--- src/rtl/isrb_pkg.sv ---
package isrb_pkg;

  localparam int IDX_MAX_W  = 8;
  localparam int LEN_W      = 6;
  localparam int BLOCK_MAX  = 32;
  localparam int IN_DATA_W  = 48;
  localparam int IN_USER_W  = 6;
  localparam int OUT_DATA_W = 24;
  localparam int OUT_USER_W = 2;
  localparam int CFG_IDX_W  = 1;
  localparam int CFG_DATA_W = 7;

  localparam logic [CFG_IDX_W-1:0] CFG_TARGET_ADDRESS = 1'd0;
  localparam logic [CFG_IDX_W-1:0] CFG_FAULT_TIMEOUT  = 1'd1;

  localparam logic [3:0] CMD_RAW_WR   = 4'd0;
  localparam logic [3:0] CMD_RAW_RD   = 4'd1;
  localparam logic [3:0] CMD_QUICK    = 4'd2;
  localparam logic [3:0] CMD_BYTE_RD  = 4'd3;
  localparam logic [3:0] CMD_BYTE_WR  = 4'd4;
  localparam logic [3:0] CMD_BDATA_RD = 4'd5;
  localparam logic [3:0] CMD_BDATA_WR = 4'd6;
  localparam logic [3:0] CMD_WORD_RD  = 4'd7;
  localparam logic [3:0] CMD_WORD_WR  = 4'd8;
  localparam logic [3:0] CMD_PROC     = 4'd9;
  localparam logic [3:0] CMD_BLOCK_RD = 4'd10;

  typedef enum logic [1:0] {
    ST_OK      = 2'd0,
    ST_NODEV   = 2'd1,
    ST_NOSUP   = 2'd2,
    ST_TIMEOUT = 2'd3
  } status_t;

  typedef enum logic [3:0] {
    OP_FAIL,
    OP_QUICK,
    OP_SETPTR,
    OP_WRPTR,
    OP_RDPTR,
    OP_RDIDX,
    OP_WRIDX,
    OP_WORD,
    OP_BLOCK
  } op_kind_t;

  typedef enum logic [2:0] {
    BK_IDLE,
    BK_RDATA,
    BK_WLO,
    BK_WHI,
    BK_BLK
  } bk_state_t;

  // indices already reduced to the register count
  typedef struct packed {
    op_kind_t               kind;
    status_t                status;
    logic                   word_rd;
    logic                   word_wr;
    logic [IDX_MAX_W-1:0]   idx;
    logic [IDX_MAX_W-1:0]   idx1;
    logic [7:0]             dbyte;
    logic [15:0]            dword;
    logic [LEN_W-1:0]       len;
  } op_t;

endpackage

--- src/rtl/i2c_smbus_register_bank_target.sv ---
// channel  dir  handshake              tdata / tuser / tlast
// in       in   in_tvalid/in_tready    bus access or smbus operation
// out      out  out_tvalid/out_tready  status, read data, block length, last
// cfg      in   cfg_valid/cfg_ready    register index and write data
//
// simple writes, pointer loads, quick and failing items: done in back end idle
// byte reads: idle, rdata; word and proc call: idle, wlo, whi (one read port)
// block read: one register file read per byte
// synchronous active-low reset; register file reads as zero via per-entry flags
// a two-item queue between front and back lets input and output stall apart
module i2c_smbus_register_bank_target #(
  parameter int REG_COUNT = 256
) (
  input  logic                                 clk,
  input  logic                                 rst_n,
  input  logic                                 in_tvalid,
  output logic                                 in_tready,
  // bus_address, reg_index, data_byte, data_word, block_count, zero pad
  input  logic [isrb_pkg::IN_DATA_W-1:0]       in_tdata,
  // cmd, ten_bit, first_byte
  input  logic [isrb_pkg::IN_USER_W-1:0]       in_tuser,
  output logic                                 out_tvalid,
  input  logic                                 out_tready,
  // read_data, byte_count, zero pad
  output logic [isrb_pkg::OUT_DATA_W-1:0]      out_tdata,
  // status
  output logic [isrb_pkg::OUT_USER_W-1:0]      out_tuser,
  output logic                                 out_tlast,
  input  logic                                 cfg_valid,
  output logic                                 cfg_ready,
  input  logic [isrb_pkg::CFG_IDX_W-1:0]       cfg_index,
  input  logic [isrb_pkg::CFG_DATA_W-1:0]      cfg_data
);
  import isrb_pkg::*;

  op_t  f_op;
  op_t  q_op;
  logic q_push;
  logic q_full;
  logic q_valid;
  logic q_pop;

  isrb_front #(
    .REG_COUNT (REG_COUNT)
  ) u_front (
    .clk       (clk),
    .rst_n     (rst_n),
    .in_tvalid (in_tvalid),
    .in_tready (in_tready),
    .in_tdata  (in_tdata),
    .in_tuser  (in_tuser),
    .cfg_valid (cfg_valid),
    .cfg_ready (cfg_ready),
    .cfg_index (cfg_index),
    .cfg_data  (cfg_data),
    .q_push    (q_push),
    .q_op      (f_op),
    .q_full    (q_full)
  );

  isrb_queue #(
    .WIDTH ($bits(op_t))
  ) u_queue (
    .clk   (clk),
    .rst_n (rst_n),
    .push  (q_push),
    .din   (f_op),
    .full  (q_full),
    .pop   (q_pop),
    .valid (q_valid),
    .dout  (q_op)
  );

  isrb_back #(
    .REG_COUNT (REG_COUNT)
  ) u_back (
    .clk        (clk),
    .rst_n      (rst_n),
    .q_valid    (q_valid),
    .q_op       (q_op),
    .q_pop      (q_pop),
    .out_tvalid (out_tvalid),
    .out_tready (out_tready),
    .out_tdata  (out_tdata),
    .out_tuser  (out_tuser),
    .out_tlast  (out_tlast)
  );

endmodule

--- src/rtl/isrb_ram.sv ---
module isrb_ram #(
  parameter int WIDTH = 8,
  parameter int DEPTH = 256
) (
  input  logic                     clk,
  input  logic                     we,
  input  logic [$clog2(DEPTH)-1:0] waddr,
  input  logic [WIDTH-1:0]         wdata,
  input  logic                     re,
  input  logic [$clog2(DEPTH)-1:0] raddr,
  output logic [WIDTH-1:0]         rdata
);

  logic [WIDTH-1:0] mem [DEPTH];

  always_ff @(posedge clk) begin
    if (we) begin
      mem[waddr] <= wdata;
    end
    if (re) begin
      rdata <= mem[raddr];
    end
  end

endmodule

--- src/rtl/isrb_queue.sv ---
module isrb_queue #(
  parameter int WIDTH = 8
) (
  input  logic             clk,
  input  logic             rst_n,
  input  logic             push,
  input  logic [WIDTH-1:0] din,
  output logic             full,
  input  logic             pop,
  output logic             valid,
  output logic [WIDTH-1:0] dout
);

  logic [WIDTH-1:0] mem_r [2];
  logic             wr_r;
  logic             rd_r;
  logic [1:0]       cnt_r;
  logic             do_push;
  logic             do_pop;

  assign full    = (cnt_r == 2'd2);
  assign valid   = (cnt_r != 2'd0);
  assign dout    = mem_r[rd_r];
  assign do_push = push && !full;
  assign do_pop  = pop && valid;

  always_ff @(posedge clk) begin
    if (!rst_n) begin
      wr_r  <= 1'b0;
      rd_r  <= 1'b0;
      cnt_r <= 2'd0;
    end else begin
      if (do_push) begin
        wr_r <= ~wr_r;
      end
      if (do_pop) begin
        rd_r <= ~rd_r;
      end
      unique case ({do_push, do_pop})
        2'b10:   cnt_r <= cnt_r + 2'd1;
        2'b01:   cnt_r <= cnt_r - 2'd1;
        default: cnt_r <= cnt_r;
      endcase
    end
  end

  always_ff @(posedge clk) begin
    if (do_push) begin
      mem_r[wr_r] <= din;
    end
  end

endmodule

--- src/rtl/isrb_front.sv ---
module isrb_front #(
  parameter int REG_COUNT = 256
) (
  input  logic                                 clk,
  input  logic                                 rst_n,
  input  logic                                 in_tvalid,
  output logic                                 in_tready,
  input  logic [isrb_pkg::IN_DATA_W-1:0]       in_tdata,
  input  logic [isrb_pkg::IN_USER_W-1:0]       in_tuser,
  input  logic                                 cfg_valid,
  output logic                                 cfg_ready,
  input  logic [isrb_pkg::CFG_IDX_W-1:0]       cfg_index,
  input  logic [isrb_pkg::CFG_DATA_W-1:0]      cfg_data,
  output logic                                 q_push,
  output isrb_pkg::op_t                        q_op,
  input  logic                                 q_full
);
  import isrb_pkg::*;

  localparam int IDX_W = $clog2(REG_COUNT);
  localparam logic [11:0] RC_EXT = 12'(REG_COUNT);

  logic [6:0]       target_address_r;
  logic             fault_timeout_r;
  logic [3:0]       cmd;
  logic [6:0]       bus_address;
  logic             ten_bit;
  logic             first_byte;
  logic [7:0]       reg_index;
  logic [7:0]       data_byte;
  logic [15:0]      data_word;
  logic [LEN_W-1:0] block_count;
  logic [IDX_W-1:0] ridx_m;
  logic [IDX_W-1:0] dbyte_m;
  logic [IDX_W-1:0] idx;
  logic [IDX_W-1:0] idx1;
  status_t          status;

  // quotient is at most 15 when the count is 16 or more; the block does not enforce that count
  function automatic logic [IDX_W-1:0] mod_rc(input logic [7:0] v);
    logic [11:0] r;
    r = {4'b0, v};
    for (int k = 3; k >= 0; k--) begin
      if (r >= (RC_EXT << k)) begin
        r = r - (RC_EXT << k);
      end
    end
    return r[IDX_W-1:0];
  endfunction

  function automatic logic [IDX_W-1:0] inc_wrap(input logic [IDX_W-1:0] v);
    logic [IDX_W:0] s;
    s = {1'b0, v} + 1'b1;
    return (s == (IDX_W+1)'(REG_COUNT)) ? '0 : s[IDX_W-1:0];
  endfunction

  assign cmd         = in_tuser[3:0];
  assign ten_bit     = in_tuser[4];
  assign first_byte  = in_tuser[5];
  assign bus_address = in_tdata[6:0];
  assign reg_index   = in_tdata[14:7];
  assign data_byte   = in_tdata[22:15];
  assign data_word   = in_tdata[38:23];
  assign block_count = in_tdata[44:39];

  assign cfg_ready = 1'b1;
  assign in_tready = !q_full;
  assign q_push    = in_tvalid && !q_full;

  always_ff @(posedge clk) begin
    if (!rst_n) begin
      target_address_r <= 7'd80;
      fault_timeout_r  <= 1'b0;
    end else if (cfg_valid) begin
      unique case (cfg_index)
        CFG_TARGET_ADDRESS: target_address_r <= cfg_data;
        CFG_FAULT_TIMEOUT:  fault_timeout_r  <= cfg_data[0];
        default:            target_address_r <= target_address_r;
      endcase
    end
  end

  assign ridx_m  = mod_rc(reg_index);
  assign dbyte_m = mod_rc(data_byte);
  assign idx     = (cmd == CMD_RAW_WR) ? dbyte_m : ridx_m;
  assign idx1    = inc_wrap(idx);

  always_comb begin
    priority if (fault_timeout_r) begin
      status = ST_TIMEOUT;
    end else if ((cmd == CMD_RAW_WR || cmd == CMD_RAW_RD) && ten_bit) begin
      status = ST_NOSUP;
    end else if (bus_address != target_address_r) begin
      status = ST_NODEV;
    end else if (cmd > CMD_BLOCK_RD) begin
      status = ST_NOSUP;
    end else begin
      status = ST_OK;
    end
  end

  always_comb begin
    q_op         = '0;
    q_op.status  = status;
    q_op.idx     = IDX_MAX_W'(idx);
    q_op.idx1    = IDX_MAX_W'(idx1);
    q_op.dbyte   = data_byte;
    q_op.dword   = data_word;
    q_op.word_rd = (cmd != CMD_WORD_WR);
    q_op.word_wr = (cmd != CMD_WORD_RD);
    q_op.len     = (block_count == '0 || block_count > LEN_W'(BLOCK_MAX)) ?
                   LEN_W'(BLOCK_MAX) : block_count;
    unique case (cmd)
      CMD_RAW_WR:   q_op.kind = first_byte ? OP_SETPTR : OP_WRPTR;
      CMD_RAW_RD:   q_op.kind = OP_RDPTR;
      CMD_QUICK:    q_op.kind = OP_QUICK;
      CMD_BYTE_RD:  q_op.kind = OP_RDPTR;
      CMD_BYTE_WR:  q_op.kind = OP_SETPTR;
      CMD_BDATA_RD: q_op.kind = OP_RDIDX;
      CMD_BDATA_WR: q_op.kind = OP_WRIDX;
      CMD_WORD_RD:  q_op.kind = OP_WORD;
      CMD_WORD_WR:  q_op.kind = OP_WORD;
      CMD_PROC:     q_op.kind = OP_WORD;
      CMD_BLOCK_RD: q_op.kind = OP_BLOCK;
      default:      q_op.kind = OP_FAIL;
    endcase
    if (status != ST_OK) begin
      q_op.kind = OP_FAIL;
    end
  end

endmodule

--- src/rtl/isrb_back.sv ---
module isrb_back #(
  parameter int REG_COUNT = 256
) (
  input  logic                                 clk,
  input  logic                                 rst_n,
  input  logic                                 q_valid,
  input  isrb_pkg::op_t                        q_op,
  output logic                                 q_pop,
  output logic                                 out_tvalid,
  input  logic                                 out_tready,
  output logic [isrb_pkg::OUT_DATA_W-1:0]      out_tdata,
  output logic [isrb_pkg::OUT_USER_W-1:0]      out_tuser,
  output logic                                 out_tlast
);
  import isrb_pkg::*;

  localparam int IDX_W = $clog2(REG_COUNT);

  bk_state_t        state_r, state_nxt;
  op_t              cur_r;
  logic             ld_cur;
  logic [IDX_W-1:0] ptr_r, ptr_nxt;
  logic [7:0]       lo_r;
  logic             lo_ld;
  logic [LEN_W-1:0] cnt_r, cnt_nxt;
  logic [IDX_W-1:0] baddr_r, baddr_nxt;
  logic [REG_COUNT-1:0] vld_r;
  logic             rd_vld_r;

  logic             re;
  logic [IDX_W-1:0] raddr;
  logic             we;
  logic [IDX_W-1:0] waddr;
  logic [7:0]       wdata;
  logic [7:0]       ram_q;
  logic [7:0]       rdq;

  logic             out_free;
  logic             emit;
  status_t          e_status;
  logic [15:0]      e_data;
  logic [LEN_W-1:0] e_count;
  logic             e_last;
  logic             blk_last;

  logic             out_valid_r;
  status_t          out_status_r;
  logic [15:0]      out_data_r;
  logic [LEN_W-1:0] out_count_r;
  logic             out_last_r;

  logic [IDX_W-1:0] q_idx, q_idx1, c_idx, c_idx1;

  function automatic logic [IDX_W-1:0] inc_wrap(input logic [IDX_W-1:0] v);
    logic [IDX_W:0] s;
    s = {1'b0, v} + 1'b1;
    return (s == (IDX_W+1)'(REG_COUNT)) ? '0 : s[IDX_W-1:0];
  endfunction

  isrb_ram #(
    .WIDTH (8),
    .DEPTH (REG_COUNT)
  ) u_ram (
    .clk   (clk),
    .we    (we),
    .waddr (waddr),
    .wdata (wdata),
    .re    (re),
    .raddr (raddr),
    .rdata (ram_q)
  );

  assign q_idx    = q_op.idx[IDX_W-1:0];
  assign q_idx1   = q_op.idx1[IDX_W-1:0];
  assign c_idx    = cur_r.idx[IDX_W-1:0];
  assign c_idx1   = cur_r.idx1[IDX_W-1:0];
  assign rdq      = rd_vld_r ? ram_q : 8'd0;
  assign out_free = !out_valid_r || out_tready;
  assign blk_last = (LEN_W'(cnt_r + 1'b1) == cur_r.len);

  always_comb begin
    state_nxt = state_r;
    unique case (state_r)
      BK_IDLE: begin
        if (q_valid) begin
          unique case (q_op.kind)
            OP_RDPTR, OP_RDIDX: state_nxt = BK_RDATA;
            OP_WORD:            state_nxt = BK_WLO;
            OP_BLOCK:           state_nxt = BK_BLK;
            default:            state_nxt = BK_IDLE;
          endcase
        end
      end
      BK_RDATA: if (out_free) state_nxt = BK_IDLE;
      BK_WLO:   state_nxt = BK_WHI;
      BK_WHI:   if (out_free) state_nxt = BK_IDLE;
      BK_BLK:   if (out_free && blk_last) state_nxt = BK_IDLE;
      default:  state_nxt = BK_IDLE;
    endcase
  end

  always_comb begin
    q_pop     = 1'b0;
    ld_cur    = 1'b0;
    lo_ld     = 1'b0;
    re        = 1'b0;
    raddr     = '0;
    we        = 1'b0;
    waddr     = '0;
    wdata     = '0;
    emit      = 1'b0;
    e_status  = ST_OK;
    e_data    = '0;
    e_count   = '0;
    e_last    = 1'b1;
    ptr_nxt   = ptr_r;
    cnt_nxt   = cnt_r;
    baddr_nxt = baddr_r;
    unique case (state_r)
      BK_IDLE: begin
        if (q_valid) begin
          unique case (q_op.kind)
            OP_FAIL: begin
              if (out_free) begin
                emit     = 1'b1;
                e_status = q_op.status;
                q_pop    = 1'b1;
              end
            end
            OP_QUICK: begin
              if (out_free) begin
                emit  = 1'b1;
                q_pop = 1'b1;
              end
            end
            OP_SETPTR: begin
              if (out_free) begin
                emit    = 1'b1;
                q_pop   = 1'b1;
                ptr_nxt = q_idx;
              end
            end
            OP_WRPTR: begin
              if (out_free) begin
                emit    = 1'b1;
                q_pop   = 1'b1;
                we      = 1'b1;
                waddr   = ptr_r;
                wdata   = q_op.dbyte;
                ptr_nxt = inc_wrap(ptr_r);
              end
            end
            OP_WRIDX: begin
              if (out_free) begin
                emit    = 1'b1;
                q_pop   = 1'b1;
                we      = 1'b1;
                waddr   = q_idx;
                wdata   = q_op.dbyte;
                ptr_nxt = q_idx1;
              end
            end
            OP_RDPTR: begin
              q_pop   = 1'b1;
              ld_cur  = 1'b1;
              re      = 1'b1;
              raddr   = ptr_r;
              ptr_nxt = inc_wrap(ptr_r);
            end
            OP_RDIDX: begin
              q_pop   = 1'b1;
              ld_cur  = 1'b1;
              re      = 1'b1;
              raddr   = q_idx;
              ptr_nxt = q_idx1;
            end
            OP_WORD: begin
              q_pop  = 1'b1;
              ld_cur = 1'b1;
              re     = 1'b1;
              raddr  = q_idx;
            end
            OP_BLOCK: begin
              q_pop     = 1'b1;
              ld_cur    = 1'b1;
              re        = 1'b1;
              raddr     = q_idx;
              cnt_nxt   = '0;
              baddr_nxt = q_idx1;
            end
            default: q_pop = 1'b1;
          endcase
        end
      end
      BK_RDATA: begin
        if (out_free) begin
          emit   = 1'b1;
          e_data = {8'd0, rdq};
        end
      end
      BK_WLO: begin
        // low byte read is done, so the low write may go ahead
        lo_ld = 1'b1;
        re    = 1'b1;
        raddr = c_idx1;
        if (cur_r.word_wr) begin
          we    = 1'b1;
          waddr = c_idx;
          wdata = cur_r.dword[7:0];
        end
      end
      BK_WHI: begin
        if (out_free) begin
          emit    = 1'b1;
          e_data  = cur_r.word_rd ? {rdq, lo_r} : 16'd0;
          ptr_nxt = inc_wrap(c_idx1);
          if (cur_r.word_wr) begin
            we    = 1'b1;
            waddr = c_idx1;
            wdata = cur_r.dword[15:8];
          end
        end
      end
      BK_BLK: begin
        if (out_free) begin
          emit    = 1'b1;
          e_data  = {8'd0, rdq};
          e_count = cur_r.len;
          e_last  = blk_last;
          if (blk_last) begin
            ptr_nxt = baddr_r;
          end else begin
            re        = 1'b1;
            raddr     = baddr_r;
            baddr_nxt = inc_wrap(baddr_r);
            cnt_nxt   = LEN_W'(cnt_r + 1'b1);
          end
        end
      end
      default: begin
        emit = 1'b0;
      end
    endcase
  end

  always_ff @(posedge clk) begin
    if (!rst_n) begin
      state_r     <= BK_IDLE;
      ptr_r       <= '0;
      vld_r       <= '0;
      out_valid_r <= 1'b0;
    end else begin
      state_r <= state_nxt;
      ptr_r   <= ptr_nxt;
      if (we) begin
        vld_r[waddr] <= 1'b1;
      end
      if (emit) begin
        out_valid_r <= 1'b1;
      end else if (out_tready) begin
        out_valid_r <= 1'b0;
      end
    end
  end

  always_ff @(posedge clk) begin
    cnt_r   <= cnt_nxt;
    baddr_r <= baddr_nxt;
    if (ld_cur) begin
      cur_r <= q_op;
    end
    if (lo_ld) begin
      lo_r <= rdq;
    end
    if (re) begin
      rd_vld_r <= vld_r[raddr];
    end
    if (emit) begin
      out_status_r <= e_status;
      out_data_r   <= e_data;
      out_count_r  <= e_count;
      out_last_r   <= e_last;
    end
  end

  assign out_tvalid = out_valid_r;
  assign out_tdata  = {2'b00, out_count_r, out_data_r};
  assign out_tuser  = out_status_r;
  assign out_tlast  = out_last_r;

`ifndef SYNTHESIS
  a_emit_room: assert property (@(posedge clk) disable iff (!rst_n)
    emit |-> out_free)
    else $error("result produced while output register busy");

  a_blk_count: assert property (@(posedge clk) disable iff (!rst_n)
    (state_r == BK_BLK) |-> (cnt_r < cur_r.len))
    else $error("block counter past length");

  a_rdata_after_read: assert property (@(posedge clk) disable iff (!rst_n)
    (state_r == BK_RDATA && $past(state_r) != BK_RDATA) |-> $past(re))
    else $error("read data wait without read");

  a_no_write_read_clash: assert property (@(posedge clk) disable iff (!rst_n)
    (we && re) |-> (waddr != raddr))
    else $error("write and read hit the same register");
`endif

endmodule

--- config.mk ---
export PLATFORM = sky130hd
export DESIGN_NAME = i2c_smbus_register_bank_target
export DESIGN_NICKNAME = d
export VERILOG_FILES = /design/src/rtl/isrb_pkg.sv /design/src/rtl/i2c_smbus_register_bank_target.sv /design/src/rtl/isrb_ram.sv /design/src/rtl/isrb_queue.sv /design/src/rtl/isrb_front.sv /design/src/rtl/isrb_back.sv
export SDC_FILE = /design/constraint.sdc
export NUM_CORES = 2
export LEC_CHECK = 0
export BUFFER_PORTS_ARGS = -buffer_cell sky130_fd_sc_hd__buf_2
export CORE_ASPECT_RATIO = 1.75
export CORE_UTILIZATION = 45
export DETAILED_ROUTE_END_ITERATION = 8
export GPL_ROUTABILITY_DRIVEN = 1
export REMOVE_ABC_BUFFERS = 1
export SLEW_MARGIN = 15
export SYNTH_ARGS = -nofsm -noshare
export SYNTH_HDL_FRONTEND = slang
export SYNTH_SLANG_ARGS = --single-unit
--- constraint.sdc ---
create_clock -name clk -period 19.9 [get_ports clk]
set_clock_uncertainty 0.1 [all_clocks]
set_input_delay 1.99 -clock clk [delete_from_list [all_inputs] [get_ports clk]]
set_output_delay 1.99 -clock clk [all_outputs]
set_load 0.01 [all_outputs]
# ---- Word-level counts from Yosys, hierarchy flattened
# Memories as Yosys holds them, arrays and structs flattened. A register that Yosys moved wholly into a read port is not among the register bits.
# Cells that the tools add are included.
dict set report totals {
  reg_bits 368
  ramBits 2156
  out_inout_bits 30
  n_memories 2
  inputBits 67
  word_cells 218
}
# name words word_bits read_ports rd_clocked_by_memory_dff write_ports line_no
set mem_list {}
lappend mem_list {u_back.u_ram.mem 256 8 1 1 1 isrb_ram.sv:14} ;# logic [WIDTH-1:0] mem [DEPTH];
lappend mem_list {u_queue.mem_r 2 54 1 1 1 isrb_queue.sv:14} ;# logic [WIDTH-1:0] mem_r [2];
dict set report classes {
  bitwise 4
  mux 94
  n_addsub 7
  order_cmp 5
  reduce_logical 38
  eq_ne 45
}
# op n
set op_table {}
lappend op_table {{$mux 8} 33}
lappend op_table {{$or 256x256->256} 1}
lappend op_table {{$pmux 8 s3} 4}
lappend op_table {{$pmux 8 s2} 3}
lappend op_table {{$pmux 8 s5} 1}
lappend op_table {{$add 8x1->9 const B} 4}
lappend op_table {{$eq 9x9->1 const B} 4}
lappend op_table {{$eq 4x3->1 const B} 8}
lappend op_table {{$mux 16} 2}
lappend op_table {{$pmux 16 s2} 1}
lappend op_table {{$pmux 4 s8} 1}
lappend op_table {{$mux 6} 5}
lappend op_table {{$mux 1} 27}
lappend op_table {{$lt 8x9->1 const B} 2}
lappend op_table {{$eq 4x2->1 const B} 4}
lappend op_table {{$eq 4x4->1 const B} 4}
lappend op_table {{$pmux 3 s4} 1}
lappend op_table {{$pmux 6 s2} 1}
lappend op_table {{$ne 2x1->1 const B} 5}
lappend op_table {{$reduce_bool 2->1} 5}
lappend op_table {{$reduce_or 2->1} 5}
lappend op_table {{$mux 3} 3}
lappend op_table {{$ne 3x2->1 const B} 3}
lappend op_table {{$pmux 3 s3} 1}
lappend op_table {{other kinds (41)} 65}

# ---- Longest topological paths before layout
dict set report logic_depth {
  depth_word 11
  mapped_depth 19
  depth_no_buf 12
}

# ---- Hierarchy
# From an unflattened synthesis, not the netlist that was laid out.
dict set report hier_totals {
  cells_unflattened 5919
  area_unflattened_um2 101539.9
}
# module area_per_inst_um2 seq_area_each_um2 instances cells_each
set modules_own_cells {}
lappend modules_own_cells {isrb_ram 79636.4 61739.2 1 3733}
lappend modules_own_cells {isrb_back 16619.7 8007.7 1 1842}
lappend modules_own_cells {isrb_queue 4120.2 3343.2 1 194}
lappend modules_own_cells {isrb_front 1163.6 160.2 1 150}

# ---- Worst setup path before layout
# Ideal clock, no wire load.
dict set report synth_timing {
  path_type {input-to-reg}
  startpoint {input out_tready}
  endpoint {memory u_back.u_ram.mem[0][0] (data pin)}
  required_ps 17612
  setup_time_ps 2188
  stages 7
  path_buffers 3
  arrival_time_ps 12972
  setup_slack_ps 4640
  cell_sequence {nand2b_1 clkbuf_1 nand2_1 clkbuf_1 or2_2 clkbuf_1 o21ai_0}
}
dict set report synth_between {
  elab_chain_len 5
  elab_cells_between_ends 6
  cone_classes {mux: 5; reduce/logical: 1}
}
# element line_no
set synth_rtl {}
lappend synth_rtl {{start, declared} i2c_smbus_register_bank_target.sv:23} ;# input logic out_tready,
lappend synth_rtl {{$logic_or 1x1->1 *} isrb_back.sv:78} ;# assign out_free = !out_valid_r || out_tready;
lappend synth_rtl {{$mux 8} {isrb_back.sv:144, isrb_back.sv:154}}
lappend synth_rtl {{$mux 8} n/a}
lappend synth_rtl {{$mux 8} isrb_back.sv:121} ;# if (q_valid) begin
lappend synth_rtl {{$pmux 8 s3 *} isrb_back.sv:119} ;# unique case (state_r)
lappend synth_rtl {{net u_back.u_ram.wdata[0]} isrb_ram.sv:8} ;# input logic [WIDTH-1:0] wdata,
lappend synth_rtl {{end, declared} isrb_ram.sv:14}
# The timed path passes the listed nets; every way through them passes the cells marked *.

# ---- Worst setup path in the final report
dict set report layout_timing {
  startpoint {input out_tready}
  endpoint {register u_back.u_ram.rdata[2], read port of u_back.u_ram.mem (data pin)}
}
dict set report layout_between {
  elab_chain_len 3
  elab_cells_between_ends 5
  cone_classes {mux: 4; reduce/logical: 1}
}
# element line_no
set layout_rtl {}
lappend layout_rtl {{$logic_or 1x1->1 *} isrb_back.sv:78}
lappend layout_rtl {{$mux 8 / $mux 1 (equally long branches)} isrb_back.sv:225} ;# if (out_free) begin
lappend layout_rtl {{$pmux 8 s3 / $pmux 1 s3 (equally long branches)} isrb_back.sv:119}
lappend layout_rtl {{end, declared} isrb_ram.sv:11} ;# output logic [WIDTH-1:0] rdata
# Every way passes the cells marked *; elsewhere a longest branch is shown, timed or not.
# A chain may end at the register's enable or synchronous reset.

==> impl_metrics.json <==
{
  "cts_buffers": 217,
  "clockBufferDepth": 4,
  "final_net_count": 7929,
  "post_cts_buffers": 0,
  "cts-root-buf": "clkbuf_16",
  "start_kind": "input pin",
  "ios": 97,
  "place_ws_ns": 10.45,
  "start_util": 0.4533,
  "postSynthAreaPerCell_um2": 13.01,
  "track_usage": 0.2813,
  "routed_wire_length_per_instance_um": 29.66,
  "slew_violations": 0,
  "remaining_drc_errors": 0,
  "vdd_drop_max_mv": 0.1106,
  "core_area_mm2": 0.2263,
  "synth_common_cells": "2252 x edfxtp_1, 1925 x nand2_1, 611 x nand3_1",
  "rsz0062_at_grt": "no",
  "status": "complete, no violations",
  "r2r_end": "u_back.u_ram.rdata[2]$_DFFE_PP_",
  "chipHeight_um": 633.6,
  "maxCapViolCount": 0,
  "place.gp.congestion": 0.9166,
  "clk_latency_ns": 0.89,
  "grt_antenna_before_repair": 15,
  "final_cells": 11080,
  "cp_max_fo": 132,
  "dp.cells": 10670,
  "power_density_mw_per_mm2": 117.2,
  "h-tree-depth": 4,
  "synth_area_leaders": "edfxtp_1 66%, nand2_1 7.0%, dfxtp_1 5.5%",
  "holdBufCountCts": 0,
  "maxSlewHeadroom": 0.09961,
  "drtIter0Drc": 7967,
  "die_w_um": 362.9,
  "synth_cell_type_count": 89,
  "drt_wl_total_um": 328500,
  "io_buffers": 90,
  "dp_hpwl_um": 201900,
  "cts-resized-gates": 0,
  "hold_class": "register to register",
  "crit_type": "input pin to register",
  "cp.arrival_ns": 9.21,
  "finish.utilization": 0.5014,
  "worst_pin_slew_ns": 1.336,
  "power_w": 0.01330,
  "cts_tree": "yes",
  "synthCells": 7883,
  "ant_nets": 0,
  "fmaxAchievable_mhz": 115.0,
  "hold_end": "u_back.vld_r[70]$_SDFFE_PN0P_",
  "synth_warnings": 0,
  "grt_pass1_wl_um": 465400,
  "drtPass1Iterations": 6,
  "synth_seq_cells": 2533,
  "grt-ovfl-total": 0,
  "max_stage_delay_ns": 0.77,
  "yosysSeqAreaShare": 0.7141,
  "area_growth_pct": 10.63,
  "critPathRequiredTime_ns": 20.41,
  "grt_pass1_vias": 64340,
  "reg2reg_depth": 16,
  "hold_viol": 0,
  "drive_gt1_frac": 0.09296,
  "fp.dieArea_mm2": 0.2299,
  "rrSetupSlack_ns": 11.30,
  "synth.most_common_cell": "edfxtp_1",
  "leakagePower_nw": 39.14,
  "finalCritPeriodShare": 0.4371,
  "synthFlopType": "edfxtp_1",
  "row_count": 231,
  "cts_sinks": 2533,
  "synth_top_area_share": 0.6593,
  "worst_slack_ns": 11.20,
  "vias_per_cell": 6.095,
  "synth_top_cell_by_area": "edfxtp_1",
  "cp_common_cell": "buf_4",
  "grt_max_degree": 205,
  "path_cells": "buf_2, nand2b_1, buf_4, nand3_1, a31oi_2, or4_4, buf_4, buf_12, buf_4, buf_4, nand2_1, and3_1, a311oi_1, o21ai_0, nand3_1, nand4_1, nor4_1",
  "synthArstFlopShare": 0,
  "synth_edf_count": 2252,
  "cts.clk_slew.worst_paths_ns": 0.07,
  "worst_path_max_delay_cell": "or4_4",
  "fin_crit_ns": 8.698,
  "endpoint_kind": "register",
  "vias": 67500,
  "setup_viol": 0,
  "hold_path_startpoint": "u_back.vld_r[70]$_SDFFE_PN0P_",
  "synth_area_mm2": 0.1026,
  "hold_depth": 1
}
-- worst max path at each step --
stage                    start                              end
floorplan             register  u_back.u_ram.rdata[0]$_DFFE_PP_
global placement    out_tready  u_back.u_ram.rdata[2]$_DFFE_PP_
detailed placement  out_tready  u_back.u_ram.rdata[2]$_DFFE_PP_
CTS                 out_tready  u_back.u_ram.rdata[2]$_DFFE_PP_
global route        out_tready  u_back.u_ram.rdata[2]$_DFFE_PP_
finish              out_tready  u_back.u_ram.rdata[2]$_DFFE_PP_
-- cell type report --
cell class,count,area (um2)
Clock inverter,122,1292
Timing Repair Buffer,275,2049
Clock buffer,277,5889
Multi-Input combinational cell,4810,27110
Sequential cell,2533,73250
Inverter,19,71.32
Antenna cell,10,25.02
Tap cell,3029,3790
Fill cell,19220,112800
-- critical path, delay by kind of cell --
family / cells / cell delay, ns
buffers and inverters: 6 / 2.68
AND/OR/NAND/NOR: 8 / 3.06
AO/OA/AOI/OAI: 3 / 1.12
-- registers in the layout (all words and copies together), names as in the netlist, 3 cells and up, named ones only --
name / flops
u_back.baddr_r: 8
u_back.out_data_r: 16
u_back.out_count_r: 6
u_back.state_r: 3
u_back.u_ram.mem: 2048
u_back.u_ram.rdata: 8
u_back.c_idx1: 8
u_back.cur_r: 24
u_back.lo_r: 8
u_back.c_idx: 8
u_back.cnt_r: 6
u_back.vld_r: 256
u_back.ptr_r: 8
u_queue.mem_r: 108
u_front.target_address_r: 7
-- kinds of logic (layout without fill, tap and decap cells) --
logic type	after synthesis	count (layout)	share of synthesized area
simple gates	3315	3315	0.1394
flops	2533	2533	0.7141
compound gates	1066	1066	0.07827
buf+inv	541	693	0.02497
mux	372	372	0.03818
xor+xnor	48	48	0.004245
fa+ha+maj	6	6	0.0007318
other cells	2	13	0.00007321
-- placed cells by master, fill, tap and decap left out, types with 27 or more instances in the layout --
cell	n
edfxtp_1	2252
nand2_1	1917
nand3_1	611
nor2_1	339
mux2i_1	299
dfxtp_1	280
o21a_1	258
clkbuf_16	220
and3_1	215
a311oi_1	210
buf_4	169
a21oi_1	122
buf_2	89
a31oi_1	84
mux2_2	64
nor3_1	46
clkinv_2	44
o21ai_0	41
clkbuf_1	40
o211ai_1	39
nand4_1	39
and2_1	37
clkinv_1	37
o22ai_1	28
a221oi_1	27
a22oi_1	27
nor4_1	27
bufinv_16	27
-- metal layers --
layer | wire length, um | up-vias | GRT usage | share of wire
li1 | - | 29220 | - | -
met1 | 114400 | 33960 | 0.3270 | 0.35
met2 | 162200 | 3435 | 0.4719 | 0.49
met3 | 25940 | 871 | 0.04494 | 0.079
met4 | 25940 | 10 | 0.2029 | 0.079
met5 | 63 | - | 0 | 0.00019
-- through the flow --
stage	TNS, ns	instance area (um2)	hold WS (ns)
after floorplan	-39.97	100100	0.3325
after global placement	0	106300	0.3393
after detailed placement	0	106300	0.3491
after CTS	0	113400	0.3646
after global routing	0	113500	0.3758
final	0	113500	0.3646
-- report_power, final --
part	total, W	internal [W]	switching, W
Combinational	0.00287	0.000737	0.00213
Clock	0.00438	0.00244	0.00194
Sequential	0.00605	0.00598	0.0000679
Total	0.0133	0.00916	0.00414
Note: power is estimated with default switching activity, not from simulation.
